**src/hw/rtl/psl_pkg.sv**
```systemverilog
// psl_pkg: shared types, widths and codes for the polygon splitter.
// No dependencies; imported by every module of the block.
`timescale 1ns / 1ps

package psl_pkg;

    // APB address width: five 32-bit registers at 4*i
    localparam int ADDR_W  = 5;
    localparam int COORD_W = 32;
    localparam int DIFF_W  = COORD_W + 1;        // difference of two coordinates
    localparam int MUL_W   = DIFF_W + 1;         // shared multiplier operand width
    localparam int PROD_W  = 2 * MUL_W;
    localparam int CROSS_W = 2 * DIFF_W;         // exact cross product
    localparam int DEN_W   = CROSS_W + 1;        // difference of two cross products
    localparam int DVD_W   = CROSS_W + COORD_W;  // offset magnitude times |cp|
    localparam int QUO_W   = COORD_W + 1;
    localparam int REM_W   = DEN_W + 1;
    localparam int CNT_W   = 6;

    // register indexes
    localparam logic [2:0] REG_LINE_AX   = 3'd0;
    localparam logic [2:0] REG_LINE_AY   = 3'd1;
    localparam logic [2:0] REG_LINE_BX   = 3'd2;
    localparam logic [2:0] REG_LINE_BY   = 3'd3;
    localparam logic [2:0] REG_KEEP_SIDE = 3'd4;

    localparam logic [COORD_W-1:0] LINE_BX_RESET = 32'h0001_0000;

    // result targets
    localparam logic [1:0] TGT_KEEP  = 2'd0;
    localparam logic [1:0] TGT_OTHER = 2'd1;
    localparam logic [1:0] TGT_BOTH  = 2'd2;

    typedef struct packed {
        logic [COORD_W-1:0] line_ax;
        logic [COORD_W-1:0] line_ay;
        logic [COORD_W-1:0] line_bx;
        logic [COORD_W-1:0] line_by;
        logic               keep_side;
    } cfg_t;

    typedef struct packed {
        logic               start;
        logic [DVD_W-1:0]   dividend;
        logic [DEN_W-1:0]   divisor;
    } div_req_t;

    typedef struct packed {
        logic               done;
        logic [QUO_W-1:0]   quo;
    } div_rsp_t;

endpackage

```
**src/hw/rtl/psl_mul.sv**
```systemverilog
// psl_mul: shared signed multiplier with a registered product.
// Depends on psl_pkg.
`timescale 1ns / 1ps

module psl_mul import psl_pkg::*; (
    input  logic                     aclk,
    input  logic signed [MUL_W-1:0]  mul_a,
    input  logic signed [MUL_W-1:0]  mul_b,
    output logic        [PROD_W-1:0] mul_prod
);

    logic signed [PROD_W-1:0] prod_reg;

    // register every product; the sequencer picks it up in the following cycle
    always_ff @(posedge aclk) begin
        prod_reg <= mul_a * mul_b;
    end

    assign mul_prod = prod_reg;

endmodule

```
**config.mk**
```make
export PLATFORM = sky130hd
export DESIGN_NAME = psl_mul
export DESIGN_NICKNAME = d
export VERILOG_FILES = /design/src/hw/rtl/psl_pkg.sv /design/src/hw/rtl/psl_mul.sv
export SDC_FILE = /design/constraint.sdc
export NUM_CORES = 2
export LEC_CHECK = 0
export ABC_AREA = 1
export BUFFER_PORTS_ARGS = -buffer_cell sky130_fd_sc_hd__buf_2
export CORE_ASPECT_RATIO = 0.8
export CORE_MARGIN = 2
export CORE_UTILIZATION = 40
export DETAILED_ROUTE_END_ITERATION = 6
export SYNTH_ARGS = -nofsm -noshare
export SYNTH_HDL_FRONTEND = slang
export SYNTH_SLANG_ARGS = --single-unit
```
**constraint.sdc**
```tcl
create_clock -name aclk -period 6.6 [get_ports aclk]
set_input_delay 0.33 -clock aclk [delete_from_list [all_inputs] [get_ports aclk]]
set_output_delay 0.33 -clock aclk [all_outputs]
set_load 0.01 [all_outputs]
```
== Word-level counts from Yosys, hierarchy flattened ==
Index checks and enable logic that the tools add are counted.

* Bits in registers: 68
* Input port bits: 69
* Output and inout bits: 68

* $mul: 1

{| class="wikitable"
|+ Operators by type and width
! cell !! number
|-
| 34-bit by 34-bit multiplier with 68-bit output || 1
|}

== Depth between registers and ports, before layout ==
* Depth in word-level cells: 1
* Mapped depth: 35
* Mapped depth without buffers: 33

== Worst setup path after synthesis ==
Ideal clock, no wire load.

* Path kind: input port to flip-flop
* Start point: in mul_a[33]
* End point: reg prod_reg[66] (netlist: mul_prod[66])
* Arrival time: 7.041 ns
* Slack: -0.553 ns
* Stages: 24
* Buffers on the path: 2
* Cells stage by stage: clkbuf_1 -> clkbuf_1 -> nand2_1 -> inv_1 -> fa_1 -> fa_1 -> fa_1 -> fa_1 -> inv_1 -> fa_1 -> fa_1 -> inv_1 -> fa_1 -> fa_1 -> ha_1 -> nand2_1 -> nor2_1 -> inv_1 -> nor2_2 -> nand2_1 -> nor3_1 -> nand2_2 -> nand3_1 -> nand2_1

* Cells in the longest elaborated chain, start to end: 1

{| class="wikitable"
|+ RTL lines
! element !! RTL line !! text
|-
| from (decl) || psl_mul.sv:7 || <nowiki>input logic signed [MUL_W-1:0] mul_a,</nowiki>
|-
| 34-bit by 34-bit multiplier with 68-bit output || psl_mul.sv:16 || <nowiki>prod_reg <= mul_a * mul_b;</nowiki>
|-
| to (signal assigned) || psl_mul.sv:16 ||
|-
| to (decl) || psl_mul.sv:12 || <nowiki>logic signed [PROD_W-1:0] prod_reg;</nowiki>
|}

Every way passes these cells.

== Worst setup path after layout ==
* Start point: in mul_b[3]
* End point: reg prod_reg[62] (netlist: mul_prod[62])

* Cells in the longest elaborated chain, start to end: 1

{| class="wikitable"
|+ RTL lines
! element !! RTL line !! text
|-
| from (decl) || psl_mul.sv:8 || <nowiki>input logic signed [MUL_W-1:0] mul_b,</nowiki>
|-
| 34-bit by 34-bit multiplier with 68-bit output || psl_mul.sv:16 ||
|}

Every way passes these cells.

==> results.ini <==
[final_layout]
fillers=11223
nNetsFinal=7926
multi_input_area_mm2=0.0372
drive_gt1_frac=0.169
area_delta_synth_final_pct=19.4
final-seq-area_mm2=0.00136
largest_reg_flops=68

[yosys]
syn-cell-area_mm2=0.0462
ys_ff_latch=68
synth_most_common_cell=inv_1
ys_types=32
synth.top_cell.area_share=0.537
synth-edff-count=0
synthCells=5972
yosysWarnings=0
synth_area_leader_cell=fa_1
synth_top_flop_cell=dfxtp_1
synth_commonest_cells=inv_1 (2,116), nand2_1 (1,661), fa_1 (1,241), clkbuf_1 (269), ha_1 (204)
avgSynthCellArea_um2=7.74
seq_area_frac_synth=0.0295
syn_nets=7486
ys_async_sr_fraction=0
synth_area_leaders=fa_1 (54%), inv_1 (17%), nand2_1 (13%), ha_1 (5.5%), dfxtp_1 (2.9%)

[route]
drcViolationCount=0
first_iter_violations=2817
finalWirelength_um=141000
wire_per_inst_um=17.7
drtAntennaViolNets=0
first_pass_iters=7
via_count=36720
via_per_inst=4.62

[cts]
cts_buffers=9
cts_hold_buf=0
h-tree-depth=3
numClockSinks=68
clk_pin_slew_ps=60
cts_tree=done
cts_buffer_depth=2
ctsRootBufferMaster=clkbuf_16

[timing]
worstMarginPinSlew_ps=531
max-slew-margin-rel=0.645
hold_violations=0
rsz0062_at_grt=true
final-setup-viol-count=0
period_share=0.982
max_freq_mhz=154
finalCriticalPeriod_ps=6480
setup_slack_ps=117
drv_slew=0

[critical_path]
critPathRequiredTime_ps=6860
end_kind=register
crit_slowest_cell=fa_2
slowest_delay_ps=660
cp-start-kind=input port
crit_top_cell=fa_1
path_max_fanout=8
worst-setup-path-type=input port to register
cp.arrival_ps=6740

[die]
dieHeight_um=308
io_pins=137
rows=111
fp.dieW_um=384
dieArea_mm2=0.118
initial_core_util=0.403
core_mm2=0.115

[grt]
grt_first_pass_wirelength_um=218000
grt_use_total=0.238
grt_max_degree=31
grt_antenna_before_repair=7
first_global_vias=38788
grt_remaining_overflow=0

[place]
place_ws_ps=-696
place_hpwl_um=122000
io_buffers=136
place.gp.congestion=0.921

[status]
run_status=completed

[flow_run]
maxCapViolCount=0

[min_path]
holdCritPathClass=input port to register

cell families (layout without fill, tap and decap cells):
kind of cell	after synthesis	after routing	synth area share
adder cells (fa/ha/maj)	1445	1445	0.593
other	0	2	0
flip-flops	68	68	0.0295
AND/OR/NAND/NOR	1939	1939	0.166
AO/OA/AOI/OAI	95	95	0.0113
XOR/XNOR	35	35	0.00663
buffers and inverters	2390	2835	0.194
critical path, delay by kind of cell:
kind	cells	cell delay (ps)
adders and majority gates	9	4570
and+or+nand+nor	9	1060
buffers and inverters	7	750
worst paths after layout:
check / startpoint / endpoint / depth (start not counted)
setup / recovery: mul_b[3] / mul_prod[62] / 25
hold / removal: mul_b[0] / mul_prod[0] / 5
stage by stage:
stage / cells / utilization / setup TNS (ps) / hold slack, ps / area, µm²
3_5_place_dp: 7862 / 0.457 / -21470 / 723 / 52400
2_1_floorplan: 5972 / - / 0 / 609 / 46300
3_3_place_gp: 7862 / 0.457 / -21190 / 726 / 52400
5_1_grt: 7943 / 0.482 / -306 / 750 / 55200
4_1_cts: 7878 / 0.462 / 0 / 703 / 52900
6_report: 7944 / 0.482 / 0 / 724 / 55200
area by class of cell:
cell class              count  area share
multi-input cells        3514       0.675
inverters                2119       0.144
repair buffers            700       0.116
well taps                1525      0.0346
flip-flops and latches     68      0.0247
clock buffers              10     0.00433
clock inverters             6     0.00156
diodes                      2   0.0000906
layout by cell type, fill, tap and decap left out, types with 16 or more instances in the layout:
cell       synthesis  final
a21oi_1           59     37
a21oi_2            4     25
buf_12             0     72
buf_2              0     95
buf_4              0    450
buf_6              0     49
clkbuf_16          0     20
dfxtp_1           68     68
fa_1            1241   1199
fa_2               0     42
ha_1             204    164
ha_4               0     36
inv_1           2116   2061
inv_2              3     56
nand2_1         1661   1585
nand2_2           20     83
nand3_1           70     58
nand3_2            7     16
nand4_1           19     19
nor2_1           115     72
nor2_2             9     33
nor2_4             0     19
xor2_1            33     31
what timing repair did:
item | 4_1_cts | 5_1_grt
setup endpoints to repair | 38 | 47
buffers inserted | 2 | 55
resized for setup | 42 | 469
gates cloned | 0 | 11
pin swaps | 6 | 161
routing by layer:
layer | global-route usage | up-vias | part of all wire
li1 | - | 16892 | -
met1 | 0.340 | 18553 | 0.44
met2 | 0.398 | 1128 | 0.46
met3 | 0.0267 | 141 | 0.070
met4 | 0.0358 | 6 | 0.021
met5 | 0 | - | 0.00027
Power is left out: the tool's default activity adds up to more than one toggle a clock period on the data nets, which glitch-free logic cannot reach.
