## src/hw/rtl/psl_pkg.sv

```systemverilog
// psl_pkg: shared types, widths and codes for the polygon splitter.
// No dependencies; imported by every module of the block.
`timescale 1ns / 1ps

package psl_pkg;

    // APB address width: five 32-bit registers at 4*i
    localparam int ADDR_W  = 5;
    localparam int COORD_W = 32;
    localparam int DIFF_W  = COORD_W + 1;        // difference of two coordinates
    localparam int MUL_W   = DIFF_W + 1;         // shared multiplier operand width
    localparam int PROD_W  = 2 * MUL_W;
    localparam int CROSS_W = 2 * DIFF_W;         // exact cross product
    localparam int DEN_W   = CROSS_W + 1;        // difference of two cross products
    localparam int DVD_W   = CROSS_W + COORD_W;  // offset magnitude times |cp|
    localparam int QUO_W   = COORD_W + 1;
    localparam int REM_W   = DEN_W + 1;
    localparam int CNT_W   = 6;

    // register indexes
    localparam logic [2:0] REG_LINE_AX   = 3'd0;
    localparam logic [2:0] REG_LINE_AY   = 3'd1;
    localparam logic [2:0] REG_LINE_BX   = 3'd2;
    localparam logic [2:0] REG_LINE_BY   = 3'd3;
    localparam logic [2:0] REG_KEEP_SIDE = 3'd4;

    localparam logic [COORD_W-1:0] LINE_BX_RESET = 32'h0001_0000;

    // result targets
    localparam logic [1:0] TGT_KEEP  = 2'd0;
    localparam logic [1:0] TGT_OTHER = 2'd1;
    localparam logic [1:0] TGT_BOTH  = 2'd2;

    typedef struct packed {
        logic [COORD_W-1:0] line_ax;
        logic [COORD_W-1:0] line_ay;
        logic [COORD_W-1:0] line_bx;
        logic [COORD_W-1:0] line_by;
        logic               keep_side;
    } cfg_t;

    typedef struct packed {
        logic               start;
        logic [DVD_W-1:0]   dividend;
        logic [DEN_W-1:0]   divisor;
    } div_req_t;

    typedef struct packed {
        logic               done;
        logic [QUO_W-1:0]   quo;
    } div_rsp_t;

endpackage

```

## src/hw/rtl/psl_div.sv

```systemverilog
// psl_div: restoring divider, one quotient bit per cycle, round half up.
// Depends on psl_pkg.
`timescale 1ns / 1ps

module psl_div import psl_pkg::*; (
    input  logic     aclk,
    input  logic     aresetn,
    input  div_req_t div_req,
    output div_rsp_t div_rsp
);

    logic [REM_W-1:0]   rem_reg;
    logic [COORD_W-1:0] low_reg;
    logic [DEN_W-1:0]   den_reg;
    logic [QUO_W-1:0]   quo_reg;
    logic [CNT_W-1:0]   cnt_reg;
    logic               busy_reg;
    logic               done_reg;

    logic [REM_W-1:0]   trial;
    logic               fits;
    logic               round_up;

    assign trial    = {rem_reg[REM_W-2:0], low_reg[COORD_W-1]};
    assign fits     = trial >= {1'b0, den_reg};
    assign round_up = {rem_reg[REM_W-2:0], 1'b0} >= {1'b0, den_reg};

    always_ff @(posedge aclk) begin
        if (!aresetn) begin
            busy_reg <= 1'b0;
            done_reg <= 1'b0;
        end else begin
            done_reg <= 1'b0;
            if (div_req.start) begin
                // load upper dividend bits; they are already below the divisor
                rem_reg  <= {2'b00, div_req.dividend[DVD_W-1:COORD_W]};
                low_reg  <= div_req.dividend[COORD_W-1:0];
                den_reg  <= div_req.divisor;
                quo_reg  <= '0;
                cnt_reg  <= CNT_W'(COORD_W);
                busy_reg <= 1'b1;
            end else if (busy_reg && cnt_reg != '0) begin
                // shift in one dividend bit, subtract when it fits
                rem_reg  <= fits ? trial - {1'b0, den_reg} : trial;
                low_reg  <= {low_reg[COORD_W-2:0], 1'b0};
                quo_reg  <= {quo_reg[QUO_W-2:0], fits};
                cnt_reg  <= cnt_reg - 1'b1;
            end else if (busy_reg) begin
                // round to nearest, ties up
                quo_reg  <= quo_reg + QUO_W'(round_up);
                busy_reg <= 1'b0;
                done_reg <= 1'b1;
            end
        end
    end

    assign div_rsp.done = done_reg;
    assign div_rsp.quo  = quo_reg;

endmodule

```

## config.mk

```make
export PLATFORM = sky130hd
export DESIGN_NAME = psl_div
export DESIGN_NICKNAME = d
export VERILOG_FILES = /design/src/hw/rtl/psl_pkg.sv /design/src/hw/rtl/psl_div.sv
export SDC_FILE = /design/constraint.sdc
export NUM_CORES = 1
export LEC_CHECK = 0
export BUFFER_PORTS_ARGS = -buffer_cell sky130_fd_sc_hd__clkbuf_2
export CORE_ASPECT_RATIO = 0.6
export CORE_MARGIN = 3
export CORE_UTILIZATION = 40
export CTS_CLUSTER_DIAMETER = 200
export DETAILED_ROUTE_END_ITERATION = 10
export HOLD_SLACK_MARGIN = 0.06
export PLACE_DENSITY = 0.65
export REMOVE_ABC_BUFFERS = 1
export SLEW_MARGIN = 20
export SYNTH_ARGS = -nofsm -noshare
export SYNTH_HDL_FRONTEND = slang
export SYNTH_SLANG_ARGS = --single-unit
```

## constraint.sdc

```tcl
create_clock -name aclk -period 7.9 [get_ports aclk]
set_input_delay 2.37 -clock aclk [delete_from_list [all_inputs] [get_ports aclk]]
set_output_delay 2.37 -clock aclk [all_outputs]
set_load 0.05 [all_outputs]
```

* After elaboration in Yosys (flattened, before gate mapping)
Cells that the tools add are included.
Cells by class: add/sub/neg operators 3, order comparisons 2, equal/unequal tests 1, muxes and demuxes 11, bitwise gates (word level) 1, reduce and logical (&&, ||, !) cells 8
Operator list (number):
- >= comparator 68 x 67 -> 1 bit | 2
- 2-to-1 mux 67 bit | 2
- subtractor 67 bit | 1
- 2-to-1 mux 33 bit | 2
- 2-to-1 mux 66 bit | 1
- 2-to-1 mux 32 bit | 2
- adder 33 x 1 -> 33 bit | 1
- 2-to-1 mux 6 bit | 1
- AND reduction 2 bit | 3
- nonzero test 6 bit | 1
- subtractor 6 x 1 -> 6 bit (second input constant) | 1
- 2-to-1 mux 1 bit | 3
- nonzero test 3 bit | 1
- OR reduction 3 bit | 1
- != test 2 bit (second input constant) | 1
- nonzero test 2 bit | 1
- logical AND 1 bit | 1
- inverter 1 bit | 1
Storage, ports and cells: flip-flop bits (word level) 207, output and inout port bits 34

* Depth between registers and ports, before layout
depth in word-level cells 4, mapped depth 23

* Worst setup path before layout
Ideal clock, no wire load.
path kind in2reg, start input port div_req[165] in the netlist's numbering, end register cnt_reg[0] (enable), library setup time 0.472 ns, arrival 5.623 ns, data required time 7.428 ns, setup slack 1.805 ns, stages on the path 4, path through clkbuf_1 > clkbuf_1 > clkbuf_1 > o21a_1
On the way: cells in the longest elaborated chain, start to end 2
RTL lines:
- start: declaration | line psl_div.sv:8 | input div_req_t div_req,
- nonzero test 2 bit (no source line)
- AND reduction 2 bit (no source line)
- end signal: assignment | line psl_div.sv:40 | cnt_reg <= CNT_W'(COORD_W);
- end signal: assignment | line psl_div.sv:47 | cnt_reg <= cnt_reg - 1'b1;
- end: declaration | line psl_div.sv:16 | logic [CNT_W-1:0] cnt_reg;
No other way between the ends. A chain may end at the register's enable or synchronous reset.

* Worst setup path after layout
start register rem_reg[60], end register quo_reg[32], data pin
On the way: cells in the longest elaborated chain, start to end 4
RTL lines:
- start: declaration | line psl_div.sv:12 | logic [REM_W-1:0] rem_reg;
- start signal: assignment | line psl_div.sv:36 | rem_reg <= {2'b00, div_req.dividend[DVD_W-1:COORD_W]};
- start signal: assignment | line psl_div.sv:44 | rem_reg <= fits ? trial - {1'b0, den_reg} : trial;
- >= comparator 68 x 67 -> 1 bit | line psl_div.sv:26 | assign round_up = {rem_reg[REM_W-2:0], 1'b0} >= {1'b0, den_reg};
- adder 33 x 1 -> 33 bit | line psl_div.sv:50 | quo_reg <= quo_reg + QUO_W'(round_up);
- 2-to-1 mux 33 bit | line psl_div.sv:48 | end else if (busy_reg) begin
- 2-to-1 mux 33 bit | line psl_div.sv:42 | end else if (busy_reg && cnt_reg != '0) begin
- end signal: assignment | line psl_div.sv:46 | quo_reg <= {quo_reg[QUO_W-2:0], fits};
- end signal: assignment | line psl_div.sv:50
- end: declaration | line psl_div.sv:15 | logic [QUO_W-1:0] quo_reg;
No other way between the ends. The select of a mux whose other input is x is not followed.

==> impl_metrics.json <==
{
  "run_status": "finished, final reports clean",
  "r2r_cells": 19,
  "synth-async-reset-ratio": 0,
  "grt-ovfl-total": 0,
  "grt_max_degree": 79,
  "grt_use_met3": 0.0427,
  "ys_warn_count": 0,
  "final_nets": 1835,
  "wl_per_cell_um": 19.1,
  "io_pins": 202,
  "syn2layout_area_growth_pct": 14.8,
  "end_kind": "flip-flop",
  "grt_use_total": 0.208,
  "firstDrtPassIters": 5,
  "ys_ff_latch": 207,
  "busiest_layer": "met1",
  "drv_cap": 0,
  "worst-setup-path-type": "reg -> reg",
  "cts_sinks": 207,
  "portBuffers": 201,
  "vias_per_cell": 5.62,
  "antenna_found_initial": 1,
  "combPwrFrac": 0.297,
  "critPathRequiredTime_ns": 8.17,
  "worst_pin_slew_ns": 1.01,
  "rsz0062_at_grt": "false",
  "die_h_um": 151,
  "cts_root_buf": "clkbuf_16",
  "skew_ns": 0.0253,
  "die_w_um": 247,
  "hpwl_mm": 29.6,
  "hold_path.startpoint": "busy_reg",
  "whs_path_depth": 2,
  "drtAntennaViolNets": 0,
  "cts_buffers": 24,
  "slew_violations": 0,
  "synth_edf_count": 205,
  "grt_use_met1": 0.338,
  "final_cell_mix": "edfxtp_1 (205), clkbuf_2 (200), a21oi_1 (134), nand2_1 (134), inv_1 (104)",
  "rows": 52,
  "swShare": 0.331,
  "p_per_area_nw_per_um2": 222,
  "ctsHoldBuffers": 0,
  "cts_tree": "done",
  "p_leak_nw": 6.44,
  "netlist_instances": 1445,
  "setup_viol": 0,
  "htreeDepth": 1,
  "r2r_end": "quo_reg[32]",
  "rrSetupSlack_ns": 2.39,
  "finalCritPeriodShare": 0.698,
  "hold_end": "done_reg",
  "finalCriticalPeriod_ns": 5.51,
  "seqPwrFrac": 0.390,
  "insertion_delay_ns": 0.54,
  "max_freq_ghz": 0.181,
  "internal-power_mw": 2.38,
  "clkTransAtPathRegs_ns": 0.06,
  "synth_area_um2": 13900,
  "relSlewSlack": 0.324,
  "cts_resized": 0,
  "drc": 0,
  "drt_iter0_markers": 1228,
  "final_cells": 2072,
  "use_met2": 0.280,
  "ys_seq_area_frac": 0.445,
  "setup_tns_ns": 0,
  "hp-class": "reg -> reg",
  "ys.flop_type": "edfxtp_1",
  "crit_path_start_kind": "flip-flop",
  "core_area_um2": 34000,
  "clockBufferDepth": 3,
  "crit_fanout": 9,
  "vdd_drop_max_mv": 0.154,
  "vias": 11600,
  "r2r_start": "rem_reg[60]",
  "hold_violations": 0,
  "final_common_cell": "edfxtp_1",
  "yosysUniqueCellTypes": 76,
  "cts_setup_buffers": 0,
  "grt_pass1_wl_mm": 60.7,
  "dieArea_um2": 37200,
  "grt_pass1_vias": 10600,
  "arrival_ns": 5.78,
  "initial_utilization": 0.409,
  "gp_routability_congestion": 0.936,
  "p_clk_frac": 0.313,
  "routed_wl_mm": 39.6,
  "switchingPower_mw": 1.18,
  "drive_gt1_frac": 0.204,
  "syn_avg_cell_area_um2": 9.64,
  "dp.cells": 2028
}
[synthesized netlist by cell type (5+ instances only)]
| library cell | number | area, µm² |
|---|---|---|
| a211oi_1 | 25 | 188 |
| nand4_1 | 34 | 213 |
| buf_4 | 5 | 37.5 |
| nor2_1 | 84 | 315 |
| a21oi_1 | 134 | 671 |
| o21a_1 | 20 | 150 |
| buf_1 | 5 | 18.8 |
| clkbuf_1 | 60 | 225 |
| nor2b_1 | 8 | 50.1 |
| or3_1 | 6 | 37.5 |
| mux2_2 | 69 | 777 |
| o21ai_1 | 14 | 70.1 |
| nor3b_1 | 9 | 67.6 |
| o211ai_1 | 8 | 60.1 |
| o21bai_1 | 11 | 82.6 |
| buf_2 | 13 | 65.1 |
| nor4_1 | 10 | 62.6 |
| a32oi_1 | 5 | 43.8 |
| and3_1 | 7 | 43.8 |
| nand2b_1 | 16 | 100 |
| o31ai_1 | 6 | 45.0 |
| a21o_1 | 42 | 315 |
| a31oi_1 | 16 | 100 |
| xnor2_1 | 40 | 350 |
| nand2_1 | 134 | 503 |
| o21ai_0 | 99 | 495 |
| edfxtp_1 | 205 | 6160 |
| and2_1 | 9 | 56.3 |
| nand3_1 | 43 | 215 |
| xor2_1 | 23 | 201 |
| ha_1 | 71 | 888 |
| inv_1 | 104 | 390 |
| a221o_1 | 5 | 50.1 |
| nor3_1 | 25 | 125 |
[worst max path at each step]
stage | start | to | slack (ns) | cells after the start
floorplan | rem_reg[33] | rem_reg[33] | 1.64 | 10
global placement | rem_reg[60] | quo_reg[32] | 2.80 | 19
detailed placement | rem_reg[60] | quo_reg[32] | 2.49 | 19
CTS | rem_reg[60] | quo_reg[32] | 2.50 | 19
global route | rem_reg[44] | quo_reg[32] | 2.00 | 19
finish | rem_reg[60] | quo_reg[32] | 2.39 | 19
[metal layers]
layer / routed length, µm / vias up
met3: 3400 / 37
met1: 20100 / 5516
met2: 15600 / 461
met4: 549 / 0
met5: 0 / -
li1: - / 5635
[worst max-delay path: stages (launching register included)]
cell and delay (ns):
edfxtp_1 0.40, ha_1 0.46, and3_1 0.27, nand2_1 0.10, nor4_1 0.59, nor4b_2 0.44, and3_1 0.22, or4_1 0.18
nor2_1 0.06, nand2_1 0.12, ha_1 0.18, ha_1 0.21, nand2_1 0.13, nor2_1 0.15, nand3_1 0.14, or2_2 0.39
nor4_2 0.46, nand4_1 0.26, o311ai_0 0.33, a21oi_1 0.12
[layout make-up]
| class | count | area (µm²) |
|---|---|---|
| Timing Repair Buffer | 209 | 1070 |
| Multi-Input combinational cell | 1049 | 6990 |
| Sequential cell | 207 | 6200 |
| Clock inverter | 15 | 129 |
| Clock buffer | 28 | 637 |
| Inverter | 104 | 390 |
| Tap cell | 459 | 574 |
| Fill cell | 3223 | 18000 |
| Antenna cell | 1 | 2.50 |
[power by group through the flow]
stage	Sequential (mW)	Clock, mW	Combinational, mW
2_1_floorplan	1.43	0	0.704
3_3_place_gp	1.40	0	1.03
3_5_place_dp	1.41	0	1.03
4_1_cts	1.38	1.14	1.04
5_1_grt	1.39	1.19	1.16
6_report	1.38	1.11	1.06
[through the flow]
step | util | total power, mW | hold WS, ns | instance area, µm² | setup WS, ns
after floorplan | - | 2.14 | 0.437 | 13600 | 1.64
after global placement | 0.447 | 2.43 | 0.503 | 15200 | 2.80
after detailed placement | 0.447 | 2.44 | 0.497 | 15200 | 2.49
after CTS | 0.470 | 3.56 | 0.506 | 16000 | 2.50
after global routing | 0.470 | 3.75 | 0.523 | 16000 | 2.00
final | 0.470 | 3.55 | 0.499 | 16000 | 2.39
[cell families (layout without fill, tap and decap cells)]
logic type / after synthesis / count (layout) / synth area share
AO/OA/AOI/OAI: 433 / 433 / 0.194
XOR/XNOR: 63 / 63 / 0.0396
adder cells (fa/ha/maj): 72 / 72 / 0.0652
buffers and inverters: 189 / 356 / 0.0545
flip-flops: 207 / 207 / 0.445
multiplexers: 74 / 74 / 0.0595
other: 0 / 1 / 0
AND/OR/NAND/NOR: 407 / 407 / 0.142
(Power assumes the default switching activity.)
