**config.mk**
```make
export PLATFORM = sky130hd
export DESIGN_NAME = psl_cfg
export DESIGN_NICKNAME = d
export VERILOG_FILES = /design/src/hw/rtl/psl_pkg.sv /design/src/hw/rtl/psl_cfg.sv
export SDC_FILE = /design/constraint.sdc
export NUM_CORES = 1
export LEC_CHECK = 0
export BUFFER_PORTS_ARGS = -buffer_cell sky130_fd_sc_hd__buf_2
export CORE_ASPECT_RATIO = 0.8
export CORE_UTILIZATION = 35
export DETAILED_ROUTE_END_ITERATION = 10
export PLACE_DENSITY_LB_ADDON = 0.05
export SYNTH_ARGS = -nofsm -noshare
export SYNTH_HDL_FRONTEND = slang
export SYNTH_SLANG_ARGS = --single-unit
```
**constraint.sdc**
```tcl
create_clock -name aclk -period 1.2 [get_ports aclk]
set_input_delay 0.06 -clock aclk [delete_from_list [all_inputs] [get_ports aclk]]
set_output_delay 0.06 -clock aclk [all_outputs]
set_load 0.05 [all_outputs]
```
**src/hw/rtl/psl_pkg.sv**
```systemverilog
// psl_pkg: shared types, widths and codes for the polygon splitter.
// No dependencies; imported by every module of the block.
`timescale 1ns / 1ps

package psl_pkg;

    // APB address width: five 32-bit registers at 4*i
    localparam int ADDR_W  = 5;
    localparam int COORD_W = 32;
    localparam int DIFF_W  = COORD_W + 1;        // difference of two coordinates
    localparam int MUL_W   = DIFF_W + 1;         // shared multiplier operand width
    localparam int PROD_W  = 2 * MUL_W;
    localparam int CROSS_W = 2 * DIFF_W;         // exact cross product
    localparam int DEN_W   = CROSS_W + 1;        // difference of two cross products
    localparam int DVD_W   = CROSS_W + COORD_W;  // offset magnitude times |cp|
    localparam int QUO_W   = COORD_W + 1;
    localparam int REM_W   = DEN_W + 1;
    localparam int CNT_W   = 6;

    // register indexes
    localparam logic [2:0] REG_LINE_AX   = 3'd0;
    localparam logic [2:0] REG_LINE_AY   = 3'd1;
    localparam logic [2:0] REG_LINE_BX   = 3'd2;
    localparam logic [2:0] REG_LINE_BY   = 3'd3;
    localparam logic [2:0] REG_KEEP_SIDE = 3'd4;

    localparam logic [COORD_W-1:0] LINE_BX_RESET = 32'h0001_0000;

    // result targets
    localparam logic [1:0] TGT_KEEP  = 2'd0;
    localparam logic [1:0] TGT_OTHER = 2'd1;
    localparam logic [1:0] TGT_BOTH  = 2'd2;

    typedef struct packed {
        logic [COORD_W-1:0] line_ax;
        logic [COORD_W-1:0] line_ay;
        logic [COORD_W-1:0] line_bx;
        logic [COORD_W-1:0] line_by;
        logic               keep_side;
    } cfg_t;

    typedef struct packed {
        logic               start;
        logic [DVD_W-1:0]   dividend;
        logic [DEN_W-1:0]   divisor;
    } div_req_t;

    typedef struct packed {
        logic               done;
        logic [QUO_W-1:0]   quo;
    } div_rsp_t;

endpackage

```
**src/hw/rtl/psl_cfg.sv**
```systemverilog
// psl_cfg: APB register file holding the split line and the kept side.
// Depends on psl_pkg.
`timescale 1ns / 1ps

module psl_cfg import psl_pkg::*; (
    input  logic               aclk,
    input  logic               aresetn,
    input  logic               psel,
    input  logic               penable,
    input  logic               pwrite,
    input  logic [ADDR_W-1:0]  paddr,
    input  logic [31:0]        pwdata,
    output logic [31:0]        prdata,
    output logic               pready,
    output cfg_t               cfg
);

    cfg_t       cfg_reg;
    logic [2:0] idx;
    logic       wr_en;

    assign idx    = paddr[ADDR_W-1:2];
    assign wr_en  = psel && penable && pwrite;
    assign pready = 1'b1;
    assign cfg    = cfg_reg;

    // write registers on the access phase
    always_ff @(posedge aclk) begin
        if (!aresetn) begin
            cfg_reg.line_ax   <= '0;
            cfg_reg.line_ay   <= '0;
            cfg_reg.line_bx   <= LINE_BX_RESET;
            cfg_reg.line_by   <= '0;
            cfg_reg.keep_side <= 1'b0;
        end else if (wr_en) begin
            case (idx)
                REG_LINE_AX:   cfg_reg.line_ax   <= pwdata;
                REG_LINE_AY:   cfg_reg.line_ay   <= pwdata;
                REG_LINE_BX:   cfg_reg.line_bx   <= pwdata;
                REG_LINE_BY:   cfg_reg.line_by   <= pwdata;
                REG_KEEP_SIDE: cfg_reg.keep_side <= pwdata[0];
                default: ;
            endcase
        end
    end

    // read back
    always_comb begin
        case (idx)
            REG_LINE_AX:   prdata = cfg_reg.line_ax;
            REG_LINE_AY:   prdata = cfg_reg.line_ay;
            REG_LINE_BX:   prdata = cfg_reg.line_bx;
            REG_LINE_BY:   prdata = cfg_reg.line_by;
            REG_KEEP_SIDE: prdata = {31'd0, cfg_reg.keep_side};
            default:       prdata = '0;
        endcase
    end

endmodule

```
# Word-level counts from Yosys, hierarchy flattened

Index checks and enable logic that the tools add are counted.

Equality and inequality tests: 4
Mux-type cells: 1
Reductions and logical operators: 8

Operators with widths:

| cell               | count |
|---|---|
| $pmux 32 s5        | 1 |
| $reduce_and 2->1   | 5 |
| $eq 3x2->1 const B | 2 |
| $eq 3x1->1 const B | 1 |
| $eq 3x3->1 const B | 1 |
| $logic_not 3->1    | 1 |
| $logic_and 1x1->1  | 2 |

Register bits: 129
Output and inout port bits: 162
Word-level logic and storage cells: 18

# Longest topological paths before layout

Gate-level depths: netlist of the first run.

Word-level depth: 3
Gate-level depth with buffers: 6
Gate-level depth less buffers: 3

# Least setup slack after synthesis of the first run

Ideal clock, no wire load.

Path kind: flip-flop to output port
Start point: register cfg_reg (netlist bit cfg[1])
End point: output prdata[0]
Data arrival time: 1735 ps
Setup slack: -595 ps
Cell stages (with the launch flop): 4
Buffers on the path: 0
Path through: dfxtp_1 > mux2_2 > a22oi_1 > o22ai_1

Cells in the longest elaborated chain, start to end: 1

Ends and longest elaborated chain:

| what               | RTL line      | text |
|---|---|---|
| start: declaration | psl_cfg.sv:18 | `cfg_t cfg_reg;` |
| $pmux 32 s5        | psl_cfg.sv:49 | `case (idx)` |
| end: declaration   | psl_cfg.sv:13 | `output logic [31:0] prdata,` |

No other way between the ends.

# Worst setup path in the final report of the first run

Start point: register cfg_reg (netlist bit cfg[31])
End point: output prdata[30]

The elaborated chain is that of the path after synthesis.

==> results.cfg, run 1 <==
[layout]
multiInputGateArea_mm2 = 0.00317
drive_gt1_share_pct = 61.8
mostFrequentLayoutCells = nand2_1 (161), buf_2 (145), mux2i_1 (128)
final_core_util_pct = 58.6
layout_commonest_cell = nand2_1
largest_reg_flops = 129
syn_to_final_growth_pct = 61.3
fillCellCount = 1379
diodes = 0
regArea_mm2 = 0.00274
nets = 911

[clocking]
path_clk_slew_ns = 0.06
clockRootBuffer = clkbuf_16
cts_buffer_depth = 2
cts_sinks = 129
h-tree-depth = 4
cts_buffers = 17
worst_skew_pair.late_latency_ns = 0.41
tritoncts = done

[global_route]
grt_pass1_vias = 5488
busiest_layer = met2
grt_pass1_wl_um = 28800
antenna_found_initial = 0
met1_usage_pct = 27.1
use_met3_pct = 5.41
gr-total-overflow = 0
grtUsageTotal_pct = 21.6
grtUsageMet2_pct = 36.0
grt_start_max_net_pins = 64

[worst_setup_path]
end_kind = output port
crit_type = flip-flop to output port
reg2reg_slack_ns = 0.49
r2r_cells = 3
critPathRequiredTime_ns = 1.14
path_max_fanout = 2
r2r-start = cfg[56]
cp-endpoint = prdata[30]
worst_setup_path_start_kind = flip-flop
crit_start = cfg[31]
r2r_end = cfg[56]
arrival_ns = 1.52

[min_path]
hold_path_class = input port to flip-flop

[sta]
slew_violations = 0
worst_slack_ns = -0.382
fin_skew_ns = 0
period_share_pct = 132
grt_setup_unrepaired = true
setup_viol = 32
fin_crit_ns = 1.58
hold_viol = 0
slew_headroom_pct = 51.2
holdWs_ns = 0.0165
worstMarginPinSlew_ns = 0.733
fin_tns_setup_ns = -11.36
fmax_mhz = 632

[routing]
drc = 0
wl_um = 18300
dr_total_vias = 5223
drtAntennaViolNets = 0
drtPass1Iterations = 4
viasPerCell = 4.77
drtIter0Drc = 207
wl_per_cell_um = 16.8

[logic_synthesis]
synth.area.top_cells = dfxtp_1 (44%), mux2i_1 (22%), mux4_2 (12%)
synth_area_mm2 = 0.00582
synthCells = 544
avgSynthCellArea_um2 = 10.7
yosysSeqAreaShare_pct = 44.4
synthesis.nets = 586
ys.flop_type = dfxtp_1
yosys.area.top_type = dfxtp_1
synth.distinct_cells = 27
synth_top_area_share_pct = 44.4
synthArstFlopShare_pct = 0
synth-edff-count = 0
synth-seq-cells = 129
synth_warnings = 0

[placement]
place_ws_ns = -0.238
place_congestion = 0.774
port_buffers = 200
dp_hpwl_um = 12300

[power_and_ir_drop]
power_density_mw_per_mm2 = 1080
power.total_mw = 10.1
leakage_nw = 4.27
ir_drop_mv = 0.890

[floorplanning]
die_y_um = 117
die-area_mm2 = 0.0172
io_pins = 204
rows = 41
die_width_um = 146
core_area_mm2 = 0.0160
start_util_pct = 36.4

[outcome]
violations = setup timing
status = finished with violations

[job]
cap_violations = 0
## worst max-delay path, cell delays in order, from the launching register on
cell     delay, ns
dfxtp_2       0.32
mux4_2        0.47
nor2b_4       0.15
buf_8         0.18
## repair_timing
action / 4_1_cts / 5_1_grt
gates cloned: 0 / 0
gates resized for setup: 67 / 25
setup buffers: 43 / 3
hold endpoints to repair: 107 / 0
pin swaps: 0 / 0
setup endpoints to repair: 33 / 52
hold buffers: 30 / 0
## through the flow
| step | area, µm² | std cells |
|---|---|---|
| 3_5_place_dp | 7930 | 990 |
| 5_1_grt | 9390 | 1094 |
| 3_3_place_gp | 7930 | 990 |
| 2_1_floorplan | 6230 | 544 |
| 4_1_cts | 9310 | 1092 |
| 6_report | 9390 | 1094 |
## worst min path at each step
stage / startpoint / endpoint / cells past startpoint
final: pwdata[31] / cfg[32] / 3
after global routing: pwdata[31] / cfg[32] / 3
after CTS: pwdata[31] / cfg[32] / 3
after floorplan: pwdata[16] / cfg[113] / 2
after detailed placement: pwdata[16] / cfg[49] / 3
after global placement: pwdata[15] / cfg[112] / 3
## Yosys cell counts, types with 2 or more instances
cell type / n
mux4_2: 31
dfxtp_1: 129
mux2i_1: 128
nor2b_1: 31
buf_6: 7
buf_8: 3
buf_2: 9
nor3b_1: 2
clkbuf_1: 18
nand4b_1: 2
nand2_1: 162
buf_4: 5
buf_12: 3
## report_power, final
part	internal, mW	switching [mW]
Combinational	0.373	0.544
Sequential	4.32	0.0194
Clock	3.06	1.78
## layout make-up
class,count,share of cell area [%]
repair buffers,352,28.4
clock buffers,22,4.84
inverters,1,0.0400
clock inverters,7,0.933
multi-input cells,368,33.7
flip-flops and latches,129,29.2
well taps,215,2.87
## layer usage
metal	part of all wire [%]	vias to the layer above
met5	0	-
met4	1.5	0
met3	5.3	22
met2	49	166
met1	45	2519
li1	-	2516
## cells by family (layout without fill, tap and decap cells)
kind of cell / count (synthesis) / count (layout) / share of synthesized area (%)
simple gates: 203 / 203 / 15.0
other cells: 1 / 1 / 0.0644
compound gates: 4 / 4 / 0.495
buf+inv: 47 / 382 / 5.87
flops: 129 / 129 / 44.4
mux: 160 / 160 / 34.2
Note: power is estimated with default switching activity, not from simulation.
==> run 2: changes to the inputs <==
CTS_BUF_LIST = sky130_fd_sc_hd__clkbuf_8   (was not set)
HOLD_SLACK_MARGIN = 0.08   (was not set)
==> run 2 against run 1 <==
Net effect: the flow still finishes with violations (setup timing); maximum frequency decreased by 1.8%; final area is 0.71% higher; global-route usage grew 0.31 points; total power shrank 14%; clock power down 29%; clock skew is the same; register-to-register slack worse by 0.08 ns; critical path depth stayed put; critical path type unchanged; largest cell class unchanged.
==> results.cfg, run 2 (synthesis gave the netlist of run 1 again) <==
[clocking]
h-tree-depth = 4
tritoncts = done
cts_buffer_depth = 2
path_clk_slew_ns = 0.07
clockRootBuffer = clkbuf_8
worst_skew_pair.late_latency_ns = 0.44
cts_sinks = 129
cts_buffers = 17

[layout]
fillCellCount = 1384
syn_to_final_growth_pct = 62.4
final_area_mm2 = 0.00945
mostFrequentLayoutCells = buf_4 (203), nand2_1 (161), mux2i_1 (128)
regArea_mm2 = 0.00274
diodes = 0
multiInputGateArea_mm2 = 0.00317
nets = 918
layout_commonest_cell = buf_4
drive_gt1_share_pct = 61.5
largest_reg_flops = 129

[worst_setup_path]
reg2reg_slack_ns = 0.41
crit_chain = mux4_2, nor2b_4, buf_6
arrival_ns = 1.55
worst_setup_path_start_kind = flip-flop
crit_start = cfg[7]
end_kind = output port
crit_type = flip-flop to output port
cp_slowest_stage_delay_ns = 0.46
path_max_fanout = 2
r2r-start = cfg[22]
critPathRequiredTime_ns = 1.14
crit_path_top_delay_cell = mux4_2

[outcome]
status = finished with violations
violations = setup timing

[sta]
fin_crit_ns = 1.61
slew_headroom_pct = 51.7
hold_viol = 0
worst_slack_ns = -0.411
worstMarginPinSlew_ns = 0.725
grt_setup_unrepaired = true
setup_viol = 34
slew_violations = 0
period_share_pct = 134
fmax_mhz = 621
fin_skew_ns = 0

[power_and_ir_drop]
power_density_mw_per_mm2 = 919
power.total_mw = 8.69
ir_drop_mv = 0.666
leakage_nw = 4.23

[floorplanning]
core_area_mm2 = 0.0160
die-area_mm2 = 0.0172
die_y_um = 117
io_pins = 204
start_util_pct = 36.4
rows = 41
die_width_um = 146

[global_route]
grt_start_max_net_pins = 64
gr-total-overflow = 0
antenna_found_initial = 0
grt_pass1_vias = 5602
grtUsageTotal_pct = 21.9
grt_pass1_wl_um = 29200

[routing]
drtAntennaViolNets = 0
drtPass1Iterations = 4
viasPerCell = 4.76
wl_per_cell_um = 16.6
drtIter0Drc = 248
wl_um = 18300
dr_total_vias = 5241
drc = 0

[placement]
dp_hpwl_um = 12300
placedInstanceArea_mm2 = 0.00793
place_congestion = 0.774
port_buffers = 200

[min_path]
hp-start = aresetn
hold_path_class = input port to flip-flop

[job]
cap_violations = 0
run 2: changes by cell type in the layout (fill, tap and decap cells not counted), sizes merged:
cell / previous run / this run
inv: 1 / 5
clkbuf: 41 / 19
dlygate4sd3: 30 / 35
buf: 303 / 323
run 2: path summary, 6_finish.rpt:
path | depth (start not counted) | to
max | 3 | prdata[6]
min | 4 | cfg[74]
min reg2reg | 2 | cfg[47]
max reg2reg | 4 | cfg[22]
run 2: cell type report:
class	instances	area share, %
Multi-Input combinational cell	368	33.5
Clock buffer	18	2.62
Tap cell	215	2.85
Clock inverter	11	1.09
Sequential cell	129	29.0
Inverter	1	0.0397
Timing Repair Buffer	359	30.9
run 2: repair_timing:
action	CTS	global route
hold buffers	35	0
setup buffers	44	3
endpoints found under the hold margin	129	0
gates resized for setup	159	8
setup endpoints to repair	81	34
run 2: per-layer routing:
layer / GRT usage [%] / vias to the layer above / wire length [µm]
met5: 0 / - / 0
met4: 8.59 / 0 / 324
met3: 5.76 / 29 / 983
li1: - / 2526 / -
met2: 36.6 / 163 / 8790
met1: 27.0 / 2523 / 8200
run 2: where the power goes:
group          switching, mW  internal, mW  total, mW
logic                  0.549         0.396      0.944
clock network           1.59          1.82       3.41
registers             0.0193          4.32       4.33
run 2: worst max-delay path, delay by kind of cell (launching register included):
kind / cells / cell delay, ns
buf+inv: 1 / 0.18
flops: 1 / 0.33
mux: 1 / 0.46
simple gates: 1 / 0.14
run 2: stage by stage:
stage | setup slack (ns) | hold slack (ns) | instances | utilization (%) | setup TNS (ns)
after floorplan | -0.0892 | 0.236 | 544 | - | -0.0892
after global placement | -0.209 | 0.385 | 990 | 49.5 | -13.26
after detailed placement | -0.238 | 0.401 | 990 | 49.5 | -15.44
after CTS | -0.450 | 0.0899 | 1098 | 58.7 | -13.70
after global routing | -0.474 | 0.105 | 1101 | 59.1 | -14.56
final | -0.411 | 0.129 | 1101 | 59.1 | -12.49
