**src/hw/rtl/psl_pkg.sv**
```systemverilog
// psl_pkg: shared types, widths and codes for the polygon splitter.
// No dependencies; imported by every module of the block.
`timescale 1ns / 1ps

package psl_pkg;

    // APB address width: five 32-bit registers at 4*i
    localparam int ADDR_W  = 5;
    localparam int COORD_W = 32;
    localparam int DIFF_W  = COORD_W + 1;        // difference of two coordinates
    localparam int MUL_W   = DIFF_W + 1;         // shared multiplier operand width
    localparam int PROD_W  = 2 * MUL_W;
    localparam int CROSS_W = 2 * DIFF_W;         // exact cross product
    localparam int DEN_W   = CROSS_W + 1;        // difference of two cross products
    localparam int DVD_W   = CROSS_W + COORD_W;  // offset magnitude times |cp|
    localparam int QUO_W   = COORD_W + 1;
    localparam int REM_W   = DEN_W + 1;
    localparam int CNT_W   = 6;

    // register indexes
    localparam logic [2:0] REG_LINE_AX   = 3'd0;
    localparam logic [2:0] REG_LINE_AY   = 3'd1;
    localparam logic [2:0] REG_LINE_BX   = 3'd2;
    localparam logic [2:0] REG_LINE_BY   = 3'd3;
    localparam logic [2:0] REG_KEEP_SIDE = 3'd4;

    localparam logic [COORD_W-1:0] LINE_BX_RESET = 32'h0001_0000;

    // result targets
    localparam logic [1:0] TGT_KEEP  = 2'd0;
    localparam logic [1:0] TGT_OTHER = 2'd1;
    localparam logic [1:0] TGT_BOTH  = 2'd2;

    typedef struct packed {
        logic [COORD_W-1:0] line_ax;
        logic [COORD_W-1:0] line_ay;
        logic [COORD_W-1:0] line_bx;
        logic [COORD_W-1:0] line_by;
        logic               keep_side;
    } cfg_t;

    typedef struct packed {
        logic               start;
        logic [DVD_W-1:0]   dividend;
        logic [DEN_W-1:0]   divisor;
    } div_req_t;

    typedef struct packed {
        logic               done;
        logic [QUO_W-1:0]   quo;
    } div_rsp_t;

endpackage

```
**src/hw/rtl/psl_seq.sv**
```systemverilog
// psl_seq: sequencer for side tests, edge crossings and result emission.
// Depends on psl_pkg; drives the shared multiplier and divider.
`timescale 1ns / 1ps

module psl_seq import psl_pkg::*; (
    input  logic                      aclk,
    input  logic                      aresetn,
    input  cfg_t                      cfg,
    input  logic                      s_valid,
    output logic                      s_ready,
    input  logic [COORD_W-1:0]        s_vert_x,
    input  logic [COORD_W-1:0]        s_vert_y,
    input  logic                      s_closing,
    output logic                      m_valid,
    input  logic                      m_ready,
    output logic [COORD_W-1:0]        m_out_x,
    output logic [COORD_W-1:0]        m_out_y,
    output logic [1:0]                m_target,
    output logic                      m_run_end,
    output logic signed [MUL_W-1:0]   mul_a,
    output logic signed [MUL_W-1:0]   mul_b,
    input  logic [PROD_W-1:0]         mul_prod,
    output div_req_t                  div_req,
    input  div_rsp_t                  div_rsp
);

    typedef enum logic [13:0] {
        S_IDLE  = 14'b00000000000001,
        S_XA    = 14'b00000000000010,
        S_XB    = 14'b00000000000100,
        S_XC    = 14'b00000000001000,
        S_PLAN  = 14'b00000000010000,
        S_EDGE  = 14'b00000000100000,
        S_ECHK  = 14'b00000001000000,
        S_L0    = 14'b00000010000000,
        S_L1    = 14'b00000100000000,
        S_L2    = 14'b00001000000000,
        S_L3    = 14'b00010000000000,
        S_LW    = 14'b00100000000000,
        S_EMITI = 14'b01000000000000,
        S_EMITV = 14'b10000000000000
    } state_t;

    typedef enum logic [1:0] {
        PT_CUR   = 2'd0,
        PT_PREV  = 2'd1,
        PT_FIRST = 2'd2
    } pt_t;

    state_t state_reg, state_next;
    pt_t    pt_reg;

    logic [COORD_W-1:0] vx_reg, vy_reg;
    logic               closing_reg;
    logic [COORD_W-1:0] first_x_reg, first_y_reg, prev_x_reg, prev_y_reg;
    logic               first_side_reg, prev_side_reg, in_poly_reg;
    logic [PROD_W-1:0]  acc_reg;
    logic [CROSS_W-1:0] cross_cur_reg, cross_prev_reg, cross_first_reg;
    logic               side_reg, need2_reg, edge_reg;
    logic [COORD_W-1:0] ep_x_reg, ep_y_reg, eq_x_reg, eq_y_reg;
    logic [CROSS_W-1:0] cp_reg, cq_reg;
    logic [DEN_W-1:0]   den_reg;
    logic [CROSS_W-1:0] an_reg;
    logic [DEN_W-1:0]   ad_reg;
    logic               cidx_reg, dneg_reg;
    logic [COORD_W-1:0] m_reg;
    logic [COORD_W-1:0] rx_reg, ry_reg;
    logic               m_valid_reg, m_run_end_reg;
    logic [COORD_W-1:0] m_out_x_reg, m_out_y_reg;
    logic [1:0]         m_target_reg;

    logic [COORD_W-1:0] px, py;
    logic [DIFF_W-1:0]  ux, uy, vxd, vyd;
    logic [CROSS_W-1:0] cross_w;
    logic               side_w, need1_w, out_free, emit_w;
    logic               den_zero, p_pick, q_pick, lerp_go;
    logic [CROSS_W-1:0] an_w;
    logic [DEN_W-1:0]   ad_w;
    logic [COORD_W-1:0] lp, lq;
    logic [DIFF_W-1:0]  d_w, dabs_w;
    logic [QUO_W-1:0]   qc_w;
    logic [COORD_W-1:0] coord_w;

    assign s_ready = (state_reg == S_IDLE);
    assign out_free = !m_valid_reg || m_ready;
    assign emit_w   = out_free && ((state_reg == S_EMITI) || (state_reg == S_EMITV));

    // line direction and offset of the point under test
    always_comb begin
        case (pt_reg)
            PT_PREV:  begin px = prev_x_reg;  py = prev_y_reg;  end
            PT_FIRST: begin px = first_x_reg; py = first_y_reg; end
            default:  begin px = vx_reg;      py = vy_reg;      end
        endcase
    end

    assign ux  = {cfg.line_bx[COORD_W-1], cfg.line_bx} - {cfg.line_ax[COORD_W-1], cfg.line_ax};
    assign uy  = {cfg.line_by[COORD_W-1], cfg.line_by} - {cfg.line_ay[COORD_W-1], cfg.line_ay};
    assign vxd = {px[COORD_W-1], px} - {cfg.line_ax[COORD_W-1], cfg.line_ax};
    assign vyd = {py[COORD_W-1], py} - {cfg.line_ay[COORD_W-1], cfg.line_ay};
    assign cross_w = CROSS_W'(acc_reg - mul_prod);

    // side of the current vertex and whether the incoming edge crosses
    assign side_w  = !cross_cur_reg[CROSS_W-1] && (cross_cur_reg != '0);
    assign need1_w = in_poly_reg && (side_w != prev_side_reg);

    // crossing classification
    assign an_w     = cp_reg[CROSS_W-1] ? CROSS_W'(-cp_reg) : cp_reg;
    assign ad_w     = den_reg[DEN_W-1] ? DEN_W'(-den_reg) : den_reg;
    assign den_zero = (den_reg == '0);
    assign p_pick   = !den_zero && (cp_reg != '0) && (cp_reg[CROSS_W-1] != den_reg[DEN_W-1]);
    assign q_pick   = ({1'b0, an_w} >= ad_w);
    assign lerp_go  = !den_zero && !p_pick && !q_pick;

    // per-coordinate offset and final point
    assign lp     = cidx_reg ? ep_y_reg : ep_x_reg;
    assign lq     = cidx_reg ? eq_y_reg : eq_x_reg;
    assign d_w    = {lq[COORD_W-1], lq} - {lp[COORD_W-1], lp};
    assign dabs_w = d_w[DIFF_W-1] ? DIFF_W'(-d_w) : d_w;
    assign qc_w   = (div_rsp.quo > {1'b0, m_reg}) ? {1'b0, m_reg} : div_rsp.quo;
    assign coord_w = dneg_reg ? lp - qc_w[COORD_W-1:0] : lp + qc_w[COORD_W-1:0];

    // multiplier operands per step
    always_comb begin
        case (state_reg)
            S_XA:    begin mul_a = {ux[DIFF_W-1], ux}; mul_b = {vyd[DIFF_W-1], vyd}; end
            S_XB:    begin mul_a = {uy[DIFF_W-1], uy}; mul_b = {vxd[DIFF_W-1], vxd}; end
            S_L1:    begin mul_a = {2'b00, m_reg}; mul_b = {1'b0, an_reg[DIFF_W-1:0]}; end
            S_L2:    begin mul_a = {2'b00, m_reg}; mul_b = {1'b0, an_reg[CROSS_W-1:DIFF_W]}; end
            default: begin mul_a = '0; mul_b = '0; end
        endcase
    end

    // divider launch: full product m*|cp| from its two halves
    assign div_req.start    = (state_reg == S_L3);
    assign div_req.dividend = DVD_W'({33'd0, acc_reg[DVD_W-DIFF_W-1:0]})
                            + {mul_prod[DVD_W-DIFF_W-1:0], {DIFF_W{1'b0}}};
    assign div_req.divisor  = ad_reg;

    // next state
    always_comb begin
        state_next = state_reg;
        case (state_reg)
            S_IDLE:  if (s_valid) state_next = S_XA;
            S_XA:    state_next = S_XB;
            S_XB:    state_next = S_XC;
            S_XC:    state_next = (pt_reg == PT_FIRST) ? S_PLAN : S_XA;
            S_PLAN:  state_next = need1_w ? S_EDGE : S_EMITV;
            S_EDGE:  state_next = S_ECHK;
            S_ECHK:  state_next = lerp_go ? S_L0 : S_EMITI;
            S_L0:    state_next = S_L1;
            S_L1:    state_next = S_L2;
            S_L2:    state_next = S_L3;
            S_L3:    state_next = S_LW;
            S_LW:    if (div_rsp.done) state_next = cidx_reg ? S_EMITI : S_L0;
            S_EMITI: if (out_free) state_next = edge_reg ? S_IDLE : S_EMITV;
            S_EMITV: if (out_free) state_next = need2_reg ? S_EDGE : S_IDLE;
            default: state_next = S_IDLE;
        endcase
    end

    always_ff @(posedge aclk) begin
        if (!aresetn) begin
            state_reg      <= S_IDLE;
            m_valid_reg    <= 1'b0;
            in_poly_reg    <= 1'b0;
            first_x_reg    <= '0;
            first_y_reg    <= '0;
            first_side_reg <= 1'b0;
            prev_x_reg     <= '0;
            prev_y_reg     <= '0;
            prev_side_reg  <= 1'b0;
            pt_reg         <= PT_CUR;
        end else begin
            state_reg <= state_next;
            // drop the result once taken, unless a new one replaces it
            if (m_valid_reg && m_ready && !emit_w) m_valid_reg <= 1'b0;
            case (state_reg)
                S_IDLE: begin
                    if (s_valid) begin
                        vx_reg      <= s_vert_x;
                        vy_reg      <= s_vert_y;
                        closing_reg <= s_closing;
                        pt_reg      <= PT_CUR;
                    end
                end
                S_XB: acc_reg <= mul_prod;
                S_XC: begin
                    // store the cross product and advance to the next point
                    case (pt_reg)
                        PT_PREV:  begin cross_prev_reg  <= cross_w; pt_reg <= PT_FIRST; end
                        PT_FIRST: begin cross_first_reg <= cross_w; pt_reg <= PT_CUR;   end
                        default:  begin cross_cur_reg   <= cross_w; pt_reg <= PT_PREV;  end
                    endcase
                end
                S_PLAN: begin
                    side_reg  <= side_w;
                    need2_reg <= closing_reg && in_poly_reg && (side_w != first_side_reg);
                    edge_reg  <= 1'b0;
                    ep_x_reg  <= prev_x_reg;
                    ep_y_reg  <= prev_y_reg;
                    eq_x_reg  <= vx_reg;
                    eq_y_reg  <= vy_reg;
                    cp_reg    <= cross_prev_reg;
                    cq_reg    <= cross_cur_reg;
                end
                S_EDGE: den_reg <= {cp_reg[CROSS_W-1], cp_reg} - {cq_reg[CROSS_W-1], cq_reg};
                S_ECHK: begin
                    an_reg   <= an_w;
                    ad_reg   <= ad_w;
                    cidx_reg <= 1'b0;
                    if (p_pick) begin
                        rx_reg <= ep_x_reg;
                        ry_reg <= ep_y_reg;
                    end else begin
                        rx_reg <= eq_x_reg;
                        ry_reg <= eq_y_reg;
                    end
                end
                S_L0: begin
                    dneg_reg <= d_w[DIFF_W-1];
                    m_reg    <= dabs_w[COORD_W-1:0];
                end
                S_L2: acc_reg <= mul_prod;
                S_LW: begin
                    if (div_rsp.done) begin
                        if (cidx_reg) ry_reg <= coord_w;
                        else          rx_reg <= coord_w;
                        cidx_reg <= 1'b1;
                    end
                end
                S_EMITI: begin
                    if (out_free) begin
                        m_valid_reg   <= 1'b1;
                        m_out_x_reg   <= rx_reg;
                        m_out_y_reg   <= ry_reg;
                        m_target_reg  <= TGT_BOTH;
                        m_run_end_reg <= edge_reg;
                    end
                end
                S_EMITV: begin
                    if (out_free) begin
                        m_valid_reg   <= 1'b1;
                        m_out_x_reg   <= vx_reg;
                        m_out_y_reg   <= vy_reg;
                        m_target_reg  <= (side_reg == cfg.keep_side) ? TGT_KEEP : TGT_OTHER;
                        m_run_end_reg <= !need2_reg;
                        // advance polygon state
                        if (!in_poly_reg) begin
                            first_x_reg    <= vx_reg;
                            first_y_reg    <= vy_reg;
                            first_side_reg <= side_reg;
                        end
                        prev_x_reg    <= vx_reg;
                        prev_y_reg    <= vy_reg;
                        prev_side_reg <= side_reg;
                        in_poly_reg   <= !closing_reg;
                        // set up the closing edge back to the first vertex
                        edge_reg <= 1'b1;
                        ep_x_reg <= vx_reg;
                        ep_y_reg <= vy_reg;
                        eq_x_reg <= first_x_reg;
                        eq_y_reg <= first_y_reg;
                        cp_reg   <= cross_cur_reg;
                        cq_reg   <= cross_first_reg;
                    end
                end
                default: ;
            endcase
        end
    end

    assign m_valid   = m_valid_reg;
    assign m_out_x   = m_out_x_reg;
    assign m_out_y   = m_out_y_reg;
    assign m_target  = m_target_reg;
    assign m_run_end = m_run_end_reg;

endmodule

```
**config.mk**
```make
export PLATFORM = sky130hd
export DESIGN_NAME = psl_seq
export DESIGN_NICKNAME = d
export VERILOG_FILES = /design/src/hw/rtl/psl_pkg.sv /design/src/hw/rtl/psl_seq.sv
export SDC_FILE = /design/constraint.sdc
export NUM_CORES = 2
export LEC_CHECK = 0
export BUFFER_PORTS_ARGS = -buffer_cell sky130_fd_sc_hd__buf_4
export CAP_MARGIN = 20
export CORE_MARGIN = 1.5
export CORE_UTILIZATION = 63
export CTS_BUF_LIST = sky130_fd_sc_hd__clkbuf_4
export DETAILED_ROUTE_END_ITERATION = 16
export PLACE_DENSITY = 0.87
export SETUP_SLACK_MARGIN = 0.05
export SLEW_MARGIN = 20
export SYNTH_ARGS = -nofsm -noshare
export SYNTH_HDL_FRONTEND = slang
export SYNTH_SLANG_ARGS = --single-unit
```
**constraint.sdc**
```tcl
create_clock -name aclk -period 34.9 [get_ports aclk]
set_clock_uncertainty 0.05 [all_clocks]
set_input_delay 6.98 -clock aclk [delete_from_list [all_inputs] [get_ports aclk]]
set_output_delay 6.98 -clock aclk [all_outputs]
set_load 0.05 [all_outputs]
```
After elaboration in Yosys (flattened, before gate mapping)

Cells that the tools add are included.
W data, S select, Z words.

Mux-type cells: 63
$lt $le $gt $ge: 2
Reduce and logical (&&, ||, !) cells: 50
Equality and inequality tests: 26
Add/subtract/negate cells: 13
Bitwise logic cells: 2

Operator list:

| kind                | number |
|---|---|
| $pmux W32 S2        | 10 |
| $mux W32            | 17 |
| $pmux W66 S2        | 2 |
| $mux W66            | 3 |
| $pmux W14 S14       | 1 |
| $sub A32 B32 Y33    | 5 |
| $pmux W34 S4        | 1 |
| $reduce_bool A66 Y1 | 2 |
| $pmux W34 S3        | 1 |
| $add A65 B98 Y98    | 1 |
| $mux W14            | 6 |
| $ge A66 B67 Y1      | 1 |
| $logic_not A67 Y1   | 1 |
| $mux W67            | 1 |
| $neg A67 Y67        | 1 |
| $sub A66 B66 Y67    | 1 |
| $neg A66 Y66        | 1 |
| $sub A66 B66 Y66    | 1 |
| $gt A33 B32 Y1      | 1 |
| $add A32 B32 Y32    | 1 |
| $neg A32 Y32        | 1 |
| $sub A32 B32 Y32    | 1 |
| $mux W13            | 2 |
| $reduce_and A3 Y1   | 7 |
| other kinds (33)    | 87 |

Logic and storage cells: 194
Bits in registers: 1,105
Input port bits: 300
Output and inout bits: 303

Longest topological paths before layout

Depth in word-level cells: 9
Depth in mapped cells: 32
Depth with buffers taken out: 30

Worst setup path after synthesis

Ideal clock, no wire load.

Path type: input-to-reg
Start point: input port m_ready
End point: register cp_reg[0] (enable)
Stages on the path: 5
Data required time: 33.570 ns
Slack: 7.206 ns
Path buffers: 2
Arrival time: 26.365 ns
Setup time: 1.280 ns
Cells stage by stage: nand2b_1 -> nand2_1 -> clkbuf_1 -> clkbuf_1 -> a21boi_0

Word-level cells in the longest chain between the ends: 3

Ends and longest elaborated chain:

| element                     | line           | source |
|---|---|---|
| start, declared             | psl_seq.sv:15  | `input logic m_ready,` |
| $logic_or A1 B1 Y1          | psl_seq.sv:85  | `assign out_free = !m_valid_reg \|\| m_ready;` |
| $ne A2 B2 Y1 (no line)      | --             |  |
| $reduce_and A3 Y1 (no line) | --             |  |
| end signal, assigned        | psl_seq.sv:204 | `cp_reg <= cross_prev_reg;` |
| end signal, assigned        | psl_seq.sv:264 | `cp_reg <= cross_cur_reg;` |
| end, declared               | psl_seq.sv:61  | `logic [CROSS_W-1:0] cp_reg, cq_reg;` |

Every way passes these cells.
A chain may end at the register's enable or synchronous reset.

Worst setup path in the final report

Start point: input port cfg[67] (netlist name)
End point: output port mul_b[28]

Word-level cells in the longest chain between the ends: 2

Ends and longest elaborated chain:

| element          | line           | source |
|---|---|---|
| start, declared  | psl_seq.sv:8   | `input cfg_t cfg,` |
| $sub A32 B32 Y33 | psl_seq.sv:100 | `assign vyd = {py[COORD_W-1], py} - {cfg.line_ay[COORD_W-1], cfg.line_ay};` |
| $pmux W34 S4     | psl_seq.sv:125 | `case (state_reg)` |
| end, declared    | psl_seq.sv:21  | `output logic signed [MUL_W-1:0] mul_b,` |

Every way passes these cells.

==> out/metrics.csv <==
stage,metric,value,unit
drt,routed_wl,240,mm
sta,timing.hold.ws,0.424,ns
critical_path,critPathMaxFanout,4,
placement,place_ws,16.44,ns
grt,grt_max_degree,110,
power_and_ir_drop,power_density,43.2,nW/um^2
floorplan,dieArea,112000,sq um
grt,grt_pass1_vias,57889,
layout,regArea,31700,sq um
drt,drt_iter0_drc,7524,
clock_tree,hold_buffers,0,
sta,fmax,53.9,MHz
sta,worst_pin_slew,1.41,ns
synth,avgSynthCellArea,9.57,sq um
sta,fin_tns_setup,0,ns
layout,post-route-util,72.2,%
drt,dr.pass1.iters,14,
power_and_ir_drop,seqPwrFrac,44.9,%
floorplan,boundaryPins,603,
sta,maxSlewHeadroom,5.14,%
clock_tree,clock_path_buffers,4,
critical_path,rr_worst_depth,26,
power_and_ir_drop,p_clk_share,34.6,%
power_and_ir_drop,p_sw,0.00105,W
synth,synth_warnings,0,
critical_path,reg2reg_from,m_reg[6],
worst_hold_path,hold_depth,2,
drt,drcViolationCount,0,
synth,synth-edff-count,957,
clock_tree,htreeDepth,5,
clock_tree,cts.clk_slew.worst_paths,0.07,ns
synth,synthCells,7235,
critical_path,cp-end-kind,output pin,
run,max-cap-violations,0,
sta,finalCritPeriodShare,53.2,%
grt,grt_overflow,0,
critical_path,rrSetupSlack,26.62,ns
worst_hold_path,hold_path.class,register to register,
critical_path,cp-start-kind,input pin,
critical_path,crit_type,input pin to output pin,
sta,rsz0062_at_grt,no,
synth,ys_async_sr_fraction,0,%
synth,ys_types,93,
critical_path,r2r-end,rx_reg[30],
sta,hold_violations,0,
sta,setup_viol,0,
power_and_ir_drop,p_comb_share,20.5,%
synth,synthFlopType,edfxtp_1,
power_and_ir_drop,intPower,0.00234,W
power_and_ir_drop,power_switching_share,31.1,%
placement,gp_congestion,1.05,
worst_hold_path,holdCritStartpoint,first_y_reg[26],
sta,slew_viol_final,0,
floorplan,die_w,334,microns
synth,ys_seq_area_share,45.8,%
power_and_ir_drop,ir_drop,32.1,uV
layout,nets,8665,
sta,period_needed,18.55,ns
layout,final_common_cell,nand2_1,
floorplan,rows,121,
critical_path,required,27.87,ns
grt,track_usage,41.9,%
grt,antenna_found_initial,16,
clock_tree,cts.sinks,1105,
clock_tree,clk_latency,1.34,ns
placement,io_buffers,600,
grt,grt_pass1_wl,350,mm
drt,detail_route.wl_per_cell,25.2,microns
layout,n_fill_cell,7807,
synth,synth_nets,8002,
placement,dpl.hpwl,182,mm
drt,ant_nets,0,
floorplan,dieHeight,334,microns
clock_tree,tritoncts,yes,
layout,multi_input_area,34600,sq um
floorplan,core-area,109000,sq um
layout,syn_to_final_growth,13.5,%
clock_tree,root_buffer,clkbuf_4,
power_and_ir_drop,p_total,0.00339,W
status,status,"finished, final reports clean",
clock_tree,numCtsBuffers,300,
synth,ys_ff_latch,1105,
sta,fin_ws,16.35,ns
layout,layout-drive-gt1-share,15.2,%
synth,synth_area,69200,sq um
critical_path,critPathArrivalTime,11.52,ns
floorplan,start_util,63.6,%
worst_hold_path,min_to,first_y_reg[26],
clock_tree,ctsResizeCount,0,
clock_tree,cts_setup_buffers,0,
drt,viasPerCell,6.34,
layout,layout_common_cells,"nand2_1 (1527), edfxtp_1 (957), buf_4 (666)",
drt,via_count,60552,
power_and_ir_drop,p_leak,33.2,nW
metrics by stage:
step,cell area [sq um],std cells
finish,78600,9548
global route,78600,9536
CTS,78500,9527
detailed placement,74800,9008
global placement,74800,9008
floorplan,69200,7235
kinds of logic after synthesis:
group / Yosys count / synth area share, %
fa+ha+maj: 467 / 8.54
buf+inv: 744 / 4.33
mux: 152 / 2.26
xor+xnor: 518 / 6.55
simple gates: 2509 / 16.1
compound gates: 1740 / 16.5
flops: 1105 / 45.8
critical path, stage by stage:
cell,delay (ns)
buf_4,0.10
inv_1,0.14
ha_1,0.30
nor2b_1,0.15
o21ai_0,0.19
a21boi_0,0.15
o21ai_0,0.24
a21oi_1,0.21
a311oi_1,0.52
o21ai_0,0.28
a211o_1,0.42
a21oi_1,0.41
o31ai_1,0.20
o221ai_1,0.88
buf_4,0.35
power by group through the flow:
stage / Sequential [W] / Clock (W) / Combinational, W
after global routing: 0.00153 / 0.00124 / 0.000734
after global placement: 0.00155 / 0 / 0.000652
after CTS: 0.00152 / 0.00118 / 0.000674
after floorplan: 0.00156 / 0 / 0.000431
final: 0.00153 / 0.00117 / 0.000695
after detailed placement: 0.00155 / 0 / 0.000668
layer usage:
| metal | track usage (%) | routed length (microns) | vias to the layer above |
|---|---|---|---|
| met5 | 0 | 66 | - |
| met4 | 35.8 | 23800 | 10 |
| met3 | 10.8 | 26300 | 974 |
| met2 | 65.4 | 107000 | 4023 |
| met1 | 48.3 | 83700 | 28156 |
| li1 | - | - | 27389 |
synthesized netlist by cell type, drive strengths merged (75+ instances only):
master	n	area [sq um]
mux2i	121	1210
ha	458	5730
nand2b	82	513
xor2	150	1310
edfxtp	957	28700
nand2	1529	5740
a21oi	434	2180
nor3	87	435
nor2	286	1080
a22oi	75	563
inv	437	1640
nor2b	78	488
dfxtp	148	2960
a21boi	150	1130
nand3	97	485
clkbuf	248	931
a21o	240	1800
o21ai	352	1760
xnor2	368	3220
how the worst max path moves through the flow:
stage          depth (start not counted)           end         from  slack (ns)
6_report                              15     mul_b[28]      cfg[67]       16.35
4_1_cts                               17  div_req[162]  mul_prod[0]       16.42
2_1_floorplan                          5     cp_reg[0]      m_ready        7.21
3_3_place_gp                          16  div_req[162]  mul_prod[1]       16.46
5_1_grt                               17  div_req[162]  mul_prod[0]       16.23
3_5_place_dp                          17  div_req[162]  mul_prod[0]       16.44
cell type report:
| type | count | share of cell area (%) |
|---|---|---|
| clock buffers | 436 | 4.16 |
| well taps | 1414 | 2.25 |
| diodes | 19 | 0.0605 |
| multi-input cells | 5386 | 44.1 |
| flip-flops and latches | 1105 | 40.3 |
| clock inverters | 83 | 0.621 |
| inverters | 437 | 2.10 |
| repair buffers | 668 | 6.41 |
No activity file was read; power rests on OpenSTA's default activity.
